[src/sv/tlms_pkg.sv]
// shared types and constants for the tail light mode sequencer
`default_nettype none

package tlms_pkg;

  localparam int TICK_W = 16;
  localparam int NBTN   = 4;

  localparam logic [2:0] MODE_DARK   = 3'd0;
  localparam logic [2:0] MODE_LEFT   = 3'd1;
  localparam logic [2:0] MODE_RIGHT  = 3'd2;
  localparam logic [2:0] MODE_STOP   = 3'd3;
  localparam logic [2:0] MODE_HAZARD = 3'd4;

  localparam logic [1:0] BTN_RIGHT  = 2'd0;
  localparam logic [1:0] BTN_BRAKE  = 2'd1;
  localparam logic [1:0] BTN_LEFT   = 2'd2;
  localparam logic [1:0] BTN_HAZARD = 2'd3;

  localparam logic [1:0] REG_DEBOUNCE = 2'd0;
  localparam logic [1:0] REG_STEP     = 2'd1;
  localparam logic [1:0] REG_TIMEOUT  = 2'd2;
  localparam logic [1:0] REG_FLASH    = 2'd3;

  localparam logic [7:0]        DEBOUNCE_RST = 8'd50;
  localparam logic [TICK_W-1:0] STEP_RST     = 16'd200;
  localparam logic [TICK_W-1:0] TIMEOUT_RST  = 16'd5000;
  localparam logic [TICK_W-1:0] FLASH_RST    = 16'd1000;

  localparam logic [7:0] LAMPS_ALL    = 8'hFF;
  localparam logic [7:0] LAMPS_OUTER  = 8'h81;
  localparam logic [7:0] LAMPS_NONE   = 8'h00;
  localparam logic [3:0] TURN_STEPS   = 4'd8;

  typedef enum logic [2:0] {
    ST_IDLE,
    ST_SCAN,
    ST_DIV_GO,
    ST_DIV_WAIT,
    ST_APPLY,
    ST_PUSH
  } seq_state_t;

  typedef struct packed {
    logic done;
    logic zero;
  } mod_res_t;

endpackage

`default_nettype wire

[src/sv/tlms_modu.sv]
// serial restoring remainder unit, one quotient bit per cycle
`default_nettype none

module tlms_modu (
  input  wire logic                       clk,
  input  wire logic                       rst_n,
  input  wire logic                       start,
  input  wire logic [tlms_pkg::TICK_W-1:0] dividend,
  input  wire logic [tlms_pkg::TICK_W-1:0] divisor,
  output tlms_pkg::mod_res_t              res
);
  import tlms_pkg::*;

  localparam int CNT_W = $clog2(TICK_W);

  logic [TICK_W-1:0] rem_r, rem_nxt;
  logic [TICK_W-1:0] dvd_r, dvd_nxt;
  logic [TICK_W-1:0] dsr_r, dsr_nxt;
  logic [CNT_W-1:0]  cnt_r, cnt_nxt;
  logic              busy_r, busy_nxt;
  logic              done_r, done_nxt;
  logic [TICK_W:0]   trial;

  always_comb begin
    rem_nxt  = rem_r;
    dvd_nxt  = dvd_r;
    dsr_nxt  = dsr_r;
    cnt_nxt  = cnt_r;
    busy_nxt = busy_r;
    done_nxt = 1'b0;
    trial    = {rem_r, dvd_r[TICK_W-1]};
    if (start) begin
      rem_nxt  = '0;
      dvd_nxt  = dividend;
      dsr_nxt  = divisor;
      cnt_nxt  = '0;
      busy_nxt = 1'b1;
    end else if (busy_r) begin
      if (trial >= {1'b0, dsr_r}) begin
        rem_nxt = TICK_W'(trial - {1'b0, dsr_r});
      end else begin
        rem_nxt = trial[TICK_W-1:0];
      end
      dvd_nxt = {dvd_r[TICK_W-2:0], 1'b0};
      cnt_nxt = cnt_r + 1'b1;
      if (cnt_r == CNT_W'(TICK_W - 1)) begin
        busy_nxt = 1'b0;
        done_nxt = 1'b1;
      end
    end
  end

  always_ff @(posedge clk) begin
    if (!rst_n) begin
      busy_r <= 1'b0;
      done_r <= 1'b0;
      cnt_r  <= '0;
    end else begin
      busy_r <= busy_nxt;
      done_r <= done_nxt;
      cnt_r  <= cnt_nxt;
    end
  end

  always_ff @(posedge clk) begin
    rem_r <= rem_nxt;
    dvd_r <= dvd_nxt;
    dsr_r <= dsr_nxt;
  end

  assign res.done = done_r;
  assign res.zero = (rem_r == '0);

endmodule

`default_nettype wire

[src/sv/tail_light_mode_sequencer.sv]
// top level of the tail light mode sequencer
// usage:
//   input channel (in_valid/in_ready) carries one 1 ms tick with four
//   active-low button levels; output channel (out_valid/out_ready) returns
//   one result per tick: the eight lamp bits and the current mode.
//   cfg_we/cfg_idx/cfg_wdata write debounce_ticks, step_interval, turn_timeout and
//   flash_interval; the user must write them only while the block is idle; the block does not enforce this.
// sequence:
//   after a transfer the four buttons are scanned one per cycle, then a
//   16-step serial remainder unit checks the tick count against the step or
//   flash interval; the result is then written to the output register, and a
//   new tick is taken only after that, once the block is back in idle.
// reset and stalls:
//   rst_n (synchronous) clears mode, lamps, tick count and all debounce
//   state and loads the register defaults 50, 200, 5000 and 1000.
//   a result waiting on out_ready sits in the output register; the next
//   tick is still taken and processed, and its result waits until the
//   output register frees up.
`default_nettype none

module tail_light_mode_sequencer (
  input  wire logic                        clk,
  input  wire logic                        rst_n,
  input  wire logic                        in_valid,
  output logic                             in_ready,
  input  wire logic                        in_right_btn_n,
  input  wire logic                        in_brake_btn_n,
  input  wire logic                        in_left_btn_n,
  input  wire logic                        in_hazard_btn_n,
  output logic                             out_valid,
  input  wire logic                        out_ready,
  output logic [7:0]                       out_lamps,
  output logic [2:0]                       out_mode_now,
  input  wire logic                        cfg_we,
  input  wire logic [1:0]                  cfg_idx,
  input  wire logic [tlms_pkg::TICK_W-1:0] cfg_wdata
);
  import tlms_pkg::*;

  seq_state_t state_r, state_nxt;

  logic [7:0]        dbt_r;
  logic [TICK_W-1:0] step_int_r;
  logic [TICK_W-1:0] timeout_r;
  logic [TICK_W-1:0] flash_int_r;

  logic [2:0]        mode_r, mode_nxt;
  logic [TICK_W-1:0] tick_r, tick_nxt;
  logic [7:0]        lamp_r, lamp_nxt;
  logic [3:0]        step_r, step_nxt;
  logic              phase_r, phase_nxt;
  logic              haz_on_r, haz_on_nxt;
  logic              turn_on_r, turn_on_nxt;
  logic [7:0]        dbc_r [NBTN];
  logic [7:0]        dbc_nxt [NBTN];
  logic [NBTN-1:0]   conf_r, conf_nxt;
  logic [NBTN-1:0]   btn_r, btn_nxt;
  logic [1:0]        idx_r, idx_nxt;

  logic              out_valid_r, out_valid_nxt;
  logic [7:0]        out_lamps_r, out_lamps_nxt;
  logic [2:0]        out_mode_r, out_mode_nxt;

  logic              div_start;
  logic [TICK_W-1:0] div_every;
  mod_res_t          mod_res;

  tlms_modu u_modu (
    .clk      (clk),
    .rst_n    (rst_n),
    .start    (div_start),
    .dividend (tick_r),
    .divisor  (div_every),
    .res      (mod_res)
  );

  assign in_ready     = (state_r == ST_IDLE);
  assign out_valid    = out_valid_r;
  assign out_lamps    = out_lamps_r;
  assign out_mode_now = out_mode_r;
  assign div_start    = (state_r == ST_DIV_GO);
  assign div_every    = (mode_r == MODE_HAZARD) ? flash_int_r : step_int_r;

  always_ff @(posedge clk) begin
    if (!rst_n) begin
      dbt_r       <= DEBOUNCE_RST;
      step_int_r  <= STEP_RST;
      timeout_r   <= TIMEOUT_RST;
      flash_int_r <= FLASH_RST;
    end else if (cfg_we) begin
      case (cfg_idx)
        REG_DEBOUNCE: dbt_r       <= cfg_wdata[7:0];
        REG_STEP:     step_int_r  <= cfg_wdata;
        REG_TIMEOUT:  timeout_r   <= cfg_wdata;
        REG_FLASH:    flash_int_r <= cfg_wdata;
        default: ;
      endcase
    end
  end

  always_comb begin
    logic       pressed;
    logic [7:0] cnt;
    logic [7:0] cnt_inc;
    logic [7:0] cnt_dec;
    logic [2:0] bitn;
    logic       hit;
    logic [7:0] lamp_t;
    logic [2:0] mode_t;

    state_nxt     = state_r;
    mode_nxt      = mode_r;
    tick_nxt      = tick_r;
    lamp_nxt      = lamp_r;
    step_nxt      = step_r;
    phase_nxt     = phase_r;
    haz_on_nxt    = haz_on_r;
    turn_on_nxt   = turn_on_r;
    dbc_nxt       = dbc_r;
    conf_nxt      = conf_r;
    btn_nxt       = btn_r;
    idx_nxt       = idx_r;
    out_valid_nxt = out_valid_r && !out_ready;
    out_lamps_nxt = out_lamps_r;
    out_mode_nxt  = out_mode_r;

    pressed = !btn_r[idx_r];
    cnt     = dbc_r[idx_r];
    cnt_inc = cnt + 8'd1;
    cnt_dec = cnt - 8'd1;
    bitn    = (mode_r == MODE_RIGHT) ? (3'd7 - step_r[2:0]) : step_r[2:0];
    hit     = (div_every != '0) && (tick_r != '0) && mod_res.zero;
    lamp_t  = lamp_r;
    mode_t  = mode_r;

    case (state_r)
      ST_IDLE: begin
        if (in_valid) begin
          tick_nxt  = tick_r + 1'b1;
          btn_nxt   = {in_hazard_btn_n, in_left_btn_n, in_brake_btn_n, in_right_btn_n};
          idx_nxt   = '0;
          state_nxt = ST_SCAN;
        end
      end
      ST_SCAN: begin
        if (pressed) begin
          if (cnt < dbt_r) begin
            dbc_nxt[idx_r] = cnt_inc;
            if (cnt_inc == dbt_r && !conf_r[idx_r]) begin
              conf_nxt[idx_r] = 1'b1;
              case (idx_r)
                BTN_RIGHT, BTN_LEFT: begin
                  mode_t = (idx_r == BTN_RIGHT) ? MODE_RIGHT : MODE_LEFT;
                  if (mode_r != mode_t) begin
                    mode_nxt    = mode_t;
                    step_nxt    = '0;
                    lamp_nxt    = LAMPS_ALL;
                    turn_on_nxt = 1'b1;
                    tick_nxt    = '0;
                  end
                end
                BTN_BRAKE: begin
                  mode_nxt = MODE_STOP;
                  lamp_nxt = LAMPS_ALL;
                end
                BTN_HAZARD: begin
                  if (mode_r != MODE_HAZARD) begin
                    mode_nxt   = MODE_HAZARD;
                    phase_nxt  = 1'b1;
                    haz_on_nxt = 1'b1;
                    lamp_nxt   = LAMPS_OUTER;
                    tick_nxt   = '0;
                  end else if (haz_on_r) begin
                    haz_on_nxt = 1'b0;
                    mode_nxt   = MODE_DARK;
                    lamp_nxt   = LAMPS_NONE;
                  end else begin
                    haz_on_nxt = 1'b1;
                    lamp_nxt   = LAMPS_OUTER;
                  end
                end
                default: ;
              endcase
            end
          end
        end else if (cnt != 8'd0) begin
          dbc_nxt[idx_r] = cnt_dec;
          if (cnt_dec == 8'd0) begin
            conf_nxt[idx_r] = 1'b0;
            if (idx_r == BTN_BRAKE && mode_r == MODE_STOP) begin
              mode_nxt = MODE_DARK;
              lamp_nxt = LAMPS_NONE;
            end
          end
        end
        if (idx_r == BTN_HAZARD) begin
          state_nxt = ST_DIV_GO;
        end else begin
          idx_nxt = idx_r + 2'd1;
        end
      end
      ST_DIV_GO: begin
        state_nxt = ST_DIV_WAIT;
      end
      ST_DIV_WAIT: begin
        if (mod_res.done) begin
          state_nxt = ST_APPLY;
        end
      end
      ST_APPLY: begin
        case (mode_r)
          MODE_LEFT, MODE_RIGHT: begin
            if (hit) begin
              if (step_r < TURN_STEPS) begin
                lamp_t   = lamp_r & ~(8'd1 << bitn);
                step_nxt = step_r + 4'd1;
              end else begin
                lamp_t   = LAMPS_ALL;
                step_nxt = '0;
              end
            end
            if (tick_r >= timeout_r && turn_on_r) begin
              turn_on_nxt = 1'b0;
              mode_t      = MODE_DARK;
              lamp_t      = LAMPS_NONE;
            end
          end
          MODE_HAZARD: begin
            if (haz_on_r) begin
              if (hit) begin
                lamp_t    = phase_r ? LAMPS_OUTER : LAMPS_NONE;
                phase_nxt = !phase_r;
              end
            end else begin
              lamp_t = LAMPS_NONE;
            end
          end
          MODE_DARK: lamp_t = LAMPS_NONE;
          default: ;
        endcase
        lamp_nxt  = lamp_t;
        mode_nxt  = mode_t;
        state_nxt = ST_PUSH;
      end
      ST_PUSH: begin
        if (!out_valid_r || out_ready) begin
          out_valid_nxt = 1'b1;
          out_lamps_nxt = lamp_r;
          out_mode_nxt  = mode_r;
          state_nxt     = ST_IDLE;
        end
      end
      default: state_nxt = ST_IDLE;
    endcase
  end

  always_ff @(posedge clk) begin
    if (!rst_n) begin
      state_r     <= ST_IDLE;
      mode_r      <= MODE_DARK;
      tick_r      <= '0;
      lamp_r      <= LAMPS_NONE;
      step_r      <= '0;
      phase_r     <= 1'b0;
      haz_on_r    <= 1'b0;
      turn_on_r   <= 1'b0;
      conf_r      <= '0;
      idx_r       <= '0;
      out_valid_r <= 1'b0;
      for (int i = 0; i < NBTN; i++) begin
        dbc_r[i] <= '0;
      end
    end else begin
      state_r     <= state_nxt;
      mode_r      <= mode_nxt;
      tick_r      <= tick_nxt;
      lamp_r      <= lamp_nxt;
      step_r      <= step_nxt;
      phase_r     <= phase_nxt;
      haz_on_r    <= haz_on_nxt;
      turn_on_r   <= turn_on_nxt;
      conf_r      <= conf_nxt;
      idx_r       <= idx_nxt;
      out_valid_r <= out_valid_nxt;
      dbc_r       <= dbc_nxt;
    end
  end

  always_ff @(posedge clk) begin
    btn_r       <= btn_nxt;
    out_lamps_r <= out_lamps_nxt;
    out_mode_r  <= out_mode_nxt;
  end

endmodule

`default_nettype wire

[config.mk]
export PLATFORM = sky130hd
export DESIGN_NAME = tail_light_mode_sequencer
export DESIGN_NICKNAME = d
export VERILOG_FILES = /design/src/sv/tlms_pkg.sv /design/src/sv/tlms_modu.sv /design/src/sv/tail_light_mode_sequencer.sv
export SDC_FILE = /design/constraint.sdc
export NUM_CORES = 1
export LEC_CHECK = 0
export BUFFER_PORTS_ARGS = -buffer_cell sky130_fd_sc_hd__buf_2
export CORE_MARGIN = 4
export CORE_UTILIZATION = 65
export DETAILED_ROUTE_END_ITERATION = 10
export PLACE_DENSITY = 0.95
export REMOVE_ABC_BUFFERS = 1
export SKIP_LAST_GASP = 1
export SYNTH_ARGS = -nofsm -noshare
export SYNTH_HDL_FRONTEND = slang
export SYNTH_SLANG_ARGS = --single-unit
[constraint.sdc]
create_clock -name clk -period 8 [get_ports clk]
set_input_delay 1.6 -clock clk [delete_from_list [all_inputs] [get_ports clk]]
set_output_delay 1.6 -clock clk [all_outputs]
set_load 0.02 [all_outputs]
==> results of run 1 <==
## critical path, cell delays in order (launching register included)
cell,delay (ns)
dfxtp_1,0.82
mux4_2,0.69
ha_1,0.30
nor2b_1,0.13
o21a_1,0.17
o21ai_0,0.14
a21oi_1,0.08
o21ai_0,0.73
a31oi_1,0.32
nor3_2,0.73
mux2i_1,0.28
nor2_1,0.05
## kinds of logic after synthesis
group	count (synthesis)	synth area share (%)
adders and majority gates	53	6.18
xor gates and xnor gates	39	3.16
AOI/OAI and AO/OA	244	14.3
muxes	80	8.79
DFF	201	41.6
buffers and inverters	130	4.97
and+or+nand+nor	476	21.0
## metal layers
metal  part of all wire (%)  routed length (um)
met5                      0                   0
met3                    9.7                2600
met2                     45               12200
met4                    4.3                1140
met1                     41               10900
## flip-flops by register name, summed over array words and instances (netlist names), 8 cells and up, named ones only
name,count
flash_int_r,16
u_modu.rem_r,16
timeout_r,16
dbc_r,28
lamp_r,8
out_lamps,8
u_modu.dvd_r,16
u_modu.dsr_r,16
tick_r,16
dbt_r,8
step_int_r,16
## report_power, final
part / switching, mW / total, mW / internal [mW]
Clock: 0.398 / 1.02 / 0.618
Combinational: 0.307 / 0.512 / 0.205
Sequential: 0.0505 / 1.14 / 1.09
## cells in the mapped netlist, types with 4 or more instances
master    instances  share of area, %
nand2b_1         15              0.87
edfxtp_1         47                13
o311a_1           9              0.83
xnor2_1          24               1.9
nor3_1           26               1.2
a22oi_1           5              0.35
nor3b_1           5              0.35
ha_1             51               5.9
o211ai_1         10              0.69
buf_6             5              0.52
o21a_1            4              0.28
nor4_1           20               1.2
a21o_1           15               1.0
a211oi_1         15               1.0
and3_1            8              0.46
a21boi_0          4              0.28
mux2i_1          53               4.9
nand3b_1          5              0.35
inv_1            61               2.1
mux2_2           17               1.8
or3_1             4              0.23
xor2_1           15               1.2
mux4_2            9               1.9
o21ai_0          39               1.8
nand2_1         194               6.7
nor2_1          111               3.9
nand4_1          11              0.64
dfxtp_1         154                29
a31oi_1           9              0.52
clkbuf_1         51               1.8
and2_1            6              0.35
buf_1             4              0.14
nor2b_1          11              0.64
a21oi_1         105               4.9
nand3_1          36               1.7
buf_2             6              0.28
## final timing paths
check	cells past startpoint	endpoint	slack, ns	startpoint
max	11	dbc_r[12]	3.41	idx_r[1]
min	2	timeout_r[14]	0.46	timeout_r[14]
max reg2reg	11	dbc_r[12]	3.41	idx_r[1]
min reg2reg	2	timeout_r[14]	0.46	timeout_r[14]
## per-stage QoR
stage	hold slack, ns	utilization (%)
after floorplan	0.432	-
after global placement	0.443	68.5
after detailed placement	0.450	68.5
after CTS	0.458	72.9
after global routing	0.469	72.9
final	0.461	72.9
## cell usage in the layout, fill, tap and decap left out, types with 4 or more instances in the layout
cell type | netlist | routed
nand2_1 | 194 | 194
dfxtp_1 | 154 | 154
nor2_1 | 111 | 111
a21oi_1 | 105 | 105
inv_1 | 61 | 61
mux2i_1 | 53 | 53
ha_1 | 51 | 51
edfxtp_1 | 47 | 47
o21ai_0 | 39 | 39
buf_2 | 6 | 39
nand3_1 | 36 | 36
nor3_1 | 26 | 26
xnor2_1 | 24 | 24
clkbuf_16 | 0 | 22
nor4_1 | 20 | 20
mux2_2 | 17 | 17
nand2b_1 | 15 | 15
xor2_1 | 15 | 15
a21o_1 | 15 | 15
a211oi_1 | 15 | 15
nor2b_1 | 11 | 11
nand4_1 | 11 | 11
o211ai_1 | 10 | 10
mux4_2 | 9 | 9
a31oi_1 | 9 | 9
o311a_1 | 9 | 9
buf_4 | 0 | 9
and3_1 | 8 | 8
clkbuf_1 | 51 | 7
and2_1 | 6 | 6
nand3b_1 | 5 | 5
nor3b_1 | 5 | 5
a22oi_1 | 5 | 5
a21boi_0 | 4 | 4
or3_1 | 4 | 4
o21a_1 | 4 | 4
## layout make-up
| class | count | area share (%) |
|---|---|---|
| multi-input cells | 892 | 49.2 |
| flip-flops and latches | 201 | 38.3 |
| clock buffers | 31 | 5.14 |
| well taps | 216 | 2.30 |
| repair buffers | 48 | 2.24 |
| inverters | 62 | 1.98 |
| clock inverters | 5 | 0.863 |
==> flow_summary.yaml, run 1 <==
synth:
  ys_ff_latch: 201
  synth_edf_count: 47
  async_flop_share_pct: 0
  synth-main-ff-cell: "dfxtp_1"
  syn_area_um2: 10800
  ys_seq_area_share_pct: 41.6
  synth_area_per_cell_um2: 8.84
  synthCells: 1223
  synth_warnings: 0
  ys_types: 79
critical_path:
  criticalPathCategory: "reg2reg"
  worstPathMaxFanout: 14
  critical_path_required_ns: 8.35
  startpoint_type: "flop"
  endpoint_kind: "flop"
  worstPathArrival_ns: 4.94
global_route:
  grt_use_met1_pct: 38.1
  grt_pass1_vias: 8802
  gr-max-usage-layer: "met2"
  grt-ovfl-total: 0
  grt_first_pass_wirelength_mm: 43.7
  globalRouteMet3Util_pct: 5.59
  antenna_found_initial: 0
  gr-usage-met2_pct: 45.7
  track_usage_pct: 28.6
  grt_max_degree: 90
clock_tree:
  insertion_delay_ns: 0.50
  cts_tree: "built"
  cts-buffers-inserted: 21
  cts_hold_buf: 0
  clockRootBuffer: "clkbuf_16"
  cts_num_sinks: 201
  clockBufferDepth: 3
  cts_resized: 0
  h-tree-depth: 1
  post_cts_buffers: 0
  path_clk_slew_ns: 0.06
cells_and_area:
  fin_area_um2: 11700
  drive_gt1_share_pct: 10.0
  regArea_um2: 4490
  multi_input_area_um2: 5780
  antenna_cells: 0
  fin_nets: 1305
  nFillCells: 1086
  areaGrowthSynthToFinish_pct: 8.63
  stdcell_count: 1455
timing:
  period_share_pct: 57.4
  finalMaxSlewViolations: 0
  worstMarginPinSlew_ns: 1.05
  layout_setup_ws_ns: 3.41
  skew_ns: 0.0118
  setup_tns_ns: 0
  rsz0062_at_grt: "false"
  fin_crit_ns: 4.59
  finalHoldViolCount: 0
  fmaxAchievable_mhz: 218
  relSlewSlack_pct: 29.8
  setup_viol: 0
placed_design:
  port-buffer-count: 39
  dp_worst_setup_slack_ns: 3.52
  dp_hpwl_mm: 17.5
  placed_area_um2: 11000
  gp_congestion: 0.906
  dp.cells: 1419
detailed_routing:
  routedWlPerCell_um: 18.4
  route.detailed.drc: 0
  vias: 9326
  viasPerCell: 6.41
  drt-initial-drc-count: 972
  detail-route-antenna-nets: 0
  drt_pass1_iterations: 6
  drt_wl_total_mm: 26.8
power_and_ir_drop:
  p_total_mw: 2.66
  ir_worst_vdd_v: 0.000185
  p_per_area_nw_per_um2: 227
  p_leak_nw: 4.55
floorplanning:
  dieHeight_um: 137
  start_util_pct: 67.1
  pin_count: 40
  fp.dieW_um: 137
  core_um2: 16100
  row_count: 46
  die-area_um2: 18800
outcome:
  status: "complete, no violations"
worst_hold_path:
  holdCritPathClass: "reg2reg"
job:
  maxCapViolations: 0
Power figures use the tool's default switching activity.
==> run 2, diff against run 1 <==
--- a/config.mk
+++ b/config.mk
@@ -7,9 +7,9 @@
 export LEC_CHECK = 0
 export BUFFER_PORTS_ARGS = -buffer_cell sky130_fd_sc_hd__buf_2
 export CORE_MARGIN = 4
-export CORE_UTILIZATION = 65
+export CORE_UTILIZATION = 56
 export DETAILED_ROUTE_END_ITERATION = 10
-export PLACE_DENSITY = 0.95
+export PLACE_DENSITY = 0.88
 export REMOVE_ABC_BUFFERS = 1
 export SKIP_LAST_GASP = 1
 export SYNTH_ARGS = -nofsm -noshare
==> constraint.sdc (replaced) <==
create_clock -name clk -period 3.7 [get_ports clk]
set_input_delay 0.74 -clock clk [delete_from_list [all_inputs] [get_ports clk]]
set_output_delay 0.74 -clock clk [all_outputs]
set_load 0.02 [all_outputs]
==> run 2 against run 1 <==
  * Clock-buffer cell count up 1
  * Sequential power grew 110%
  * Register-to-register slack worse by 3.2 ns
  * Largest cell class unchanged
  * Via count shrank 2.1%
  * Largest power group unchanged
  * Combinational power is 120% higher
  * Final cell count rose by 4.7%
  * First-iteration DRC count up 9.8%
  * Clock skew up 0.0088 ns
==> flow_summary.yaml, run 2 (same netlist as run 1, synthesis figures left out) <==
timing:
  fin_hold_ws_ns: 0.411
  finalMaxSlewViolations: 0
  worstMarginPinSlew_ns: 1.02
  skew_ns: 0.0207
  layout_setup_ws_ns: 0.216
  fmaxAchievable_mhz: 287
  relSlewSlack_pct: 32.1
  setup_tns_ns: 0
  period_share_pct: 94.2
  setup_viol: 0
  finalHoldViolCount: 0
  fin_crit_ns: 3.48
cells_and_area:
  top_register: "dbc_r"
  layout_commonest_cell: "nand2_1"
  largest_reg_flops: 28
  areaGrowthSynthToFinish_pct: 10.3
  antenna_cells: 0
  drive_gt1_share_pct: 12.0
  fin_nets: 1328
  multi_input_area_um2: 5790
  nFillCells: 1470
  final_cell_mix: "nand2_1 (194), dfxtp_1 (154), nor2_1 (111)"
  fin_area_um2: 11900
  regArea_um2: 4490
floorplanning:
  start_util_pct: 57.4
  pin_count: 40
  fp.dieW_um: 147
  row_count: 50
  core_um2: 18800
  dieHeight_um: 147
  die-area_um2: 21600
power_and_ir_drop:
  ir_worst_vdd_v: 0.000454
  combPwrFrac_pct: 20.0
  p_int_mw: 3.95
  p_leak_nw: 4.65
  power_switching_mw: 1.60
  p_per_area_nw_per_um2: 466
  seqPwrFrac_pct: 44.1
  p_clk_share_pct: 35.9
  swShare_pct: 28.8
clock_tree:
  cts-buffers-inserted: 21
  clockRootBuffer: "clkbuf_16"
  h-tree-depth: 1
  cts_tree: "built"
  clockBufferDepth: 3
  path_clk_slew_ns: 0.06
  insertion_delay_ns: 0.50
  cts_num_sinks: 201
placed_design:
  placed_area_um2: 11200
  dp_hpwl_mm: 17.7
  dp_worst_setup_slack_ns: 0.190
  gp_congestion: 0.895
  port-buffer-count: 39
critical_path:
  startpoint_type: "flop"
  endpoint_kind: "flop"
  critical_path_required_ns: 4.09
  worstPathArrival_ns: 3.87
  cp_slowest_cell: "mux4_2"
  criticalPathCategory: "reg2reg"
  path_cells: "buf_6, mux4_2, inv_2, ha_1, xor2_1, nor4_1, nand3_1, nor3_4, buf_4, nand4bb_4, o221ai_4, nand2_4, o311a_1"
  worst-path-buf-inv: 3
  ff2ff_setup_slack_ns: 0.22
  worstPathMaxFanout: 8
  crit_path_max_incr_delay_ns: 0.59
  cp_top_family: "simple AND/OR/NAND/NOR gates"
detailed_routing:
  drt_wl_total_mm: 25.6
  detail-route-antenna-nets: 0
  vias: 9127
  drt_pass1_iterations: 7
  routedWlPerCell_um: 16.8
  viasPerCell: 5.99
  drt-initial-drc-count: 1067
  route.detailed.drc: 0
global_route:
  grt_max_degree: 40
  grt-ovfl-total: 0
  track_usage_pct: 22.9
  grt_pass1_vias: 8567
  grt_first_pass_wirelength_mm: 41.8
  antenna_found_initial: 0
outcome:
  status: "complete, no violations"
worst_hold_path:
  holdCritPathClass: "in2reg"
job:
  maxCapViolations: 0
## run 2: final timing paths
| check | start | endpoint | cells after the start |
|---|---|---|---|
| min reg2reg | timeout_r[6] | timeout_r[6] | 2 |
| max | idx_r[1] | lamp_r[5] | 13 |
| min | in_left_btn_n | btn_r[2] | 1 |
| max reg2reg | idx_r[1] | lamp_r[5] | 13 |
## run 2: final cells by class
type | instances | area share (%)
Timing Repair Buffer | 71 | 3.68
Clock buffer | 32 | 5.17
Clock inverter | 5 | 0.262
Sequential cell | 201 | 37.7
Tap cell | 260 | 2.73
Multi-Input combinational cell | 892 | 48.5
Inverter | 62 | 1.95
## run 2: power by group through the flow
stage	registers, mW	logic [mW]	clock network, mW
2_1_floorplan	2.46	0.836	0
3_3_place_gp	2.49	1.04	0
3_5_place_dp	2.49	1.08	0
4_1_cts	2.45	1.09	2.02
5_1_grt	2.46	1.23	2.11
6_report	2.45	1.11	1.99
## run 2: per-layer routing
metal  vias up  part of all wire (%)  track usage (%)
met2       403                    46             37.0
met3        78                   8.1             4.04
met4         0                   3.1             7.69
met1      4271                    43             31.2
met5         -                     0                0
li1       4375                     -                -
## run 2: timing repair
item                       in CTS  in global routing
hold buffers                    0                  0
gates resized for setup         0                  3
setup endpoints to repair       0                 17
setup buffers                   0                  6
hold endpoints to repair        0                  0
## run 2: per-stage QoR
step | total power [mW] | std cells | util (%)
6_report | 5.55 | 1523 | 63.3
2_1_floorplan | 3.30 | 1155 | -
3_5_place_dp | 3.57 | 1480 | 59.6
4_1_cts | 5.56 | 1517 | 63.0
3_3_place_gp | 3.53 | 1480 | 59.6
5_1_grt | 5.80 | 1523 | 63.3
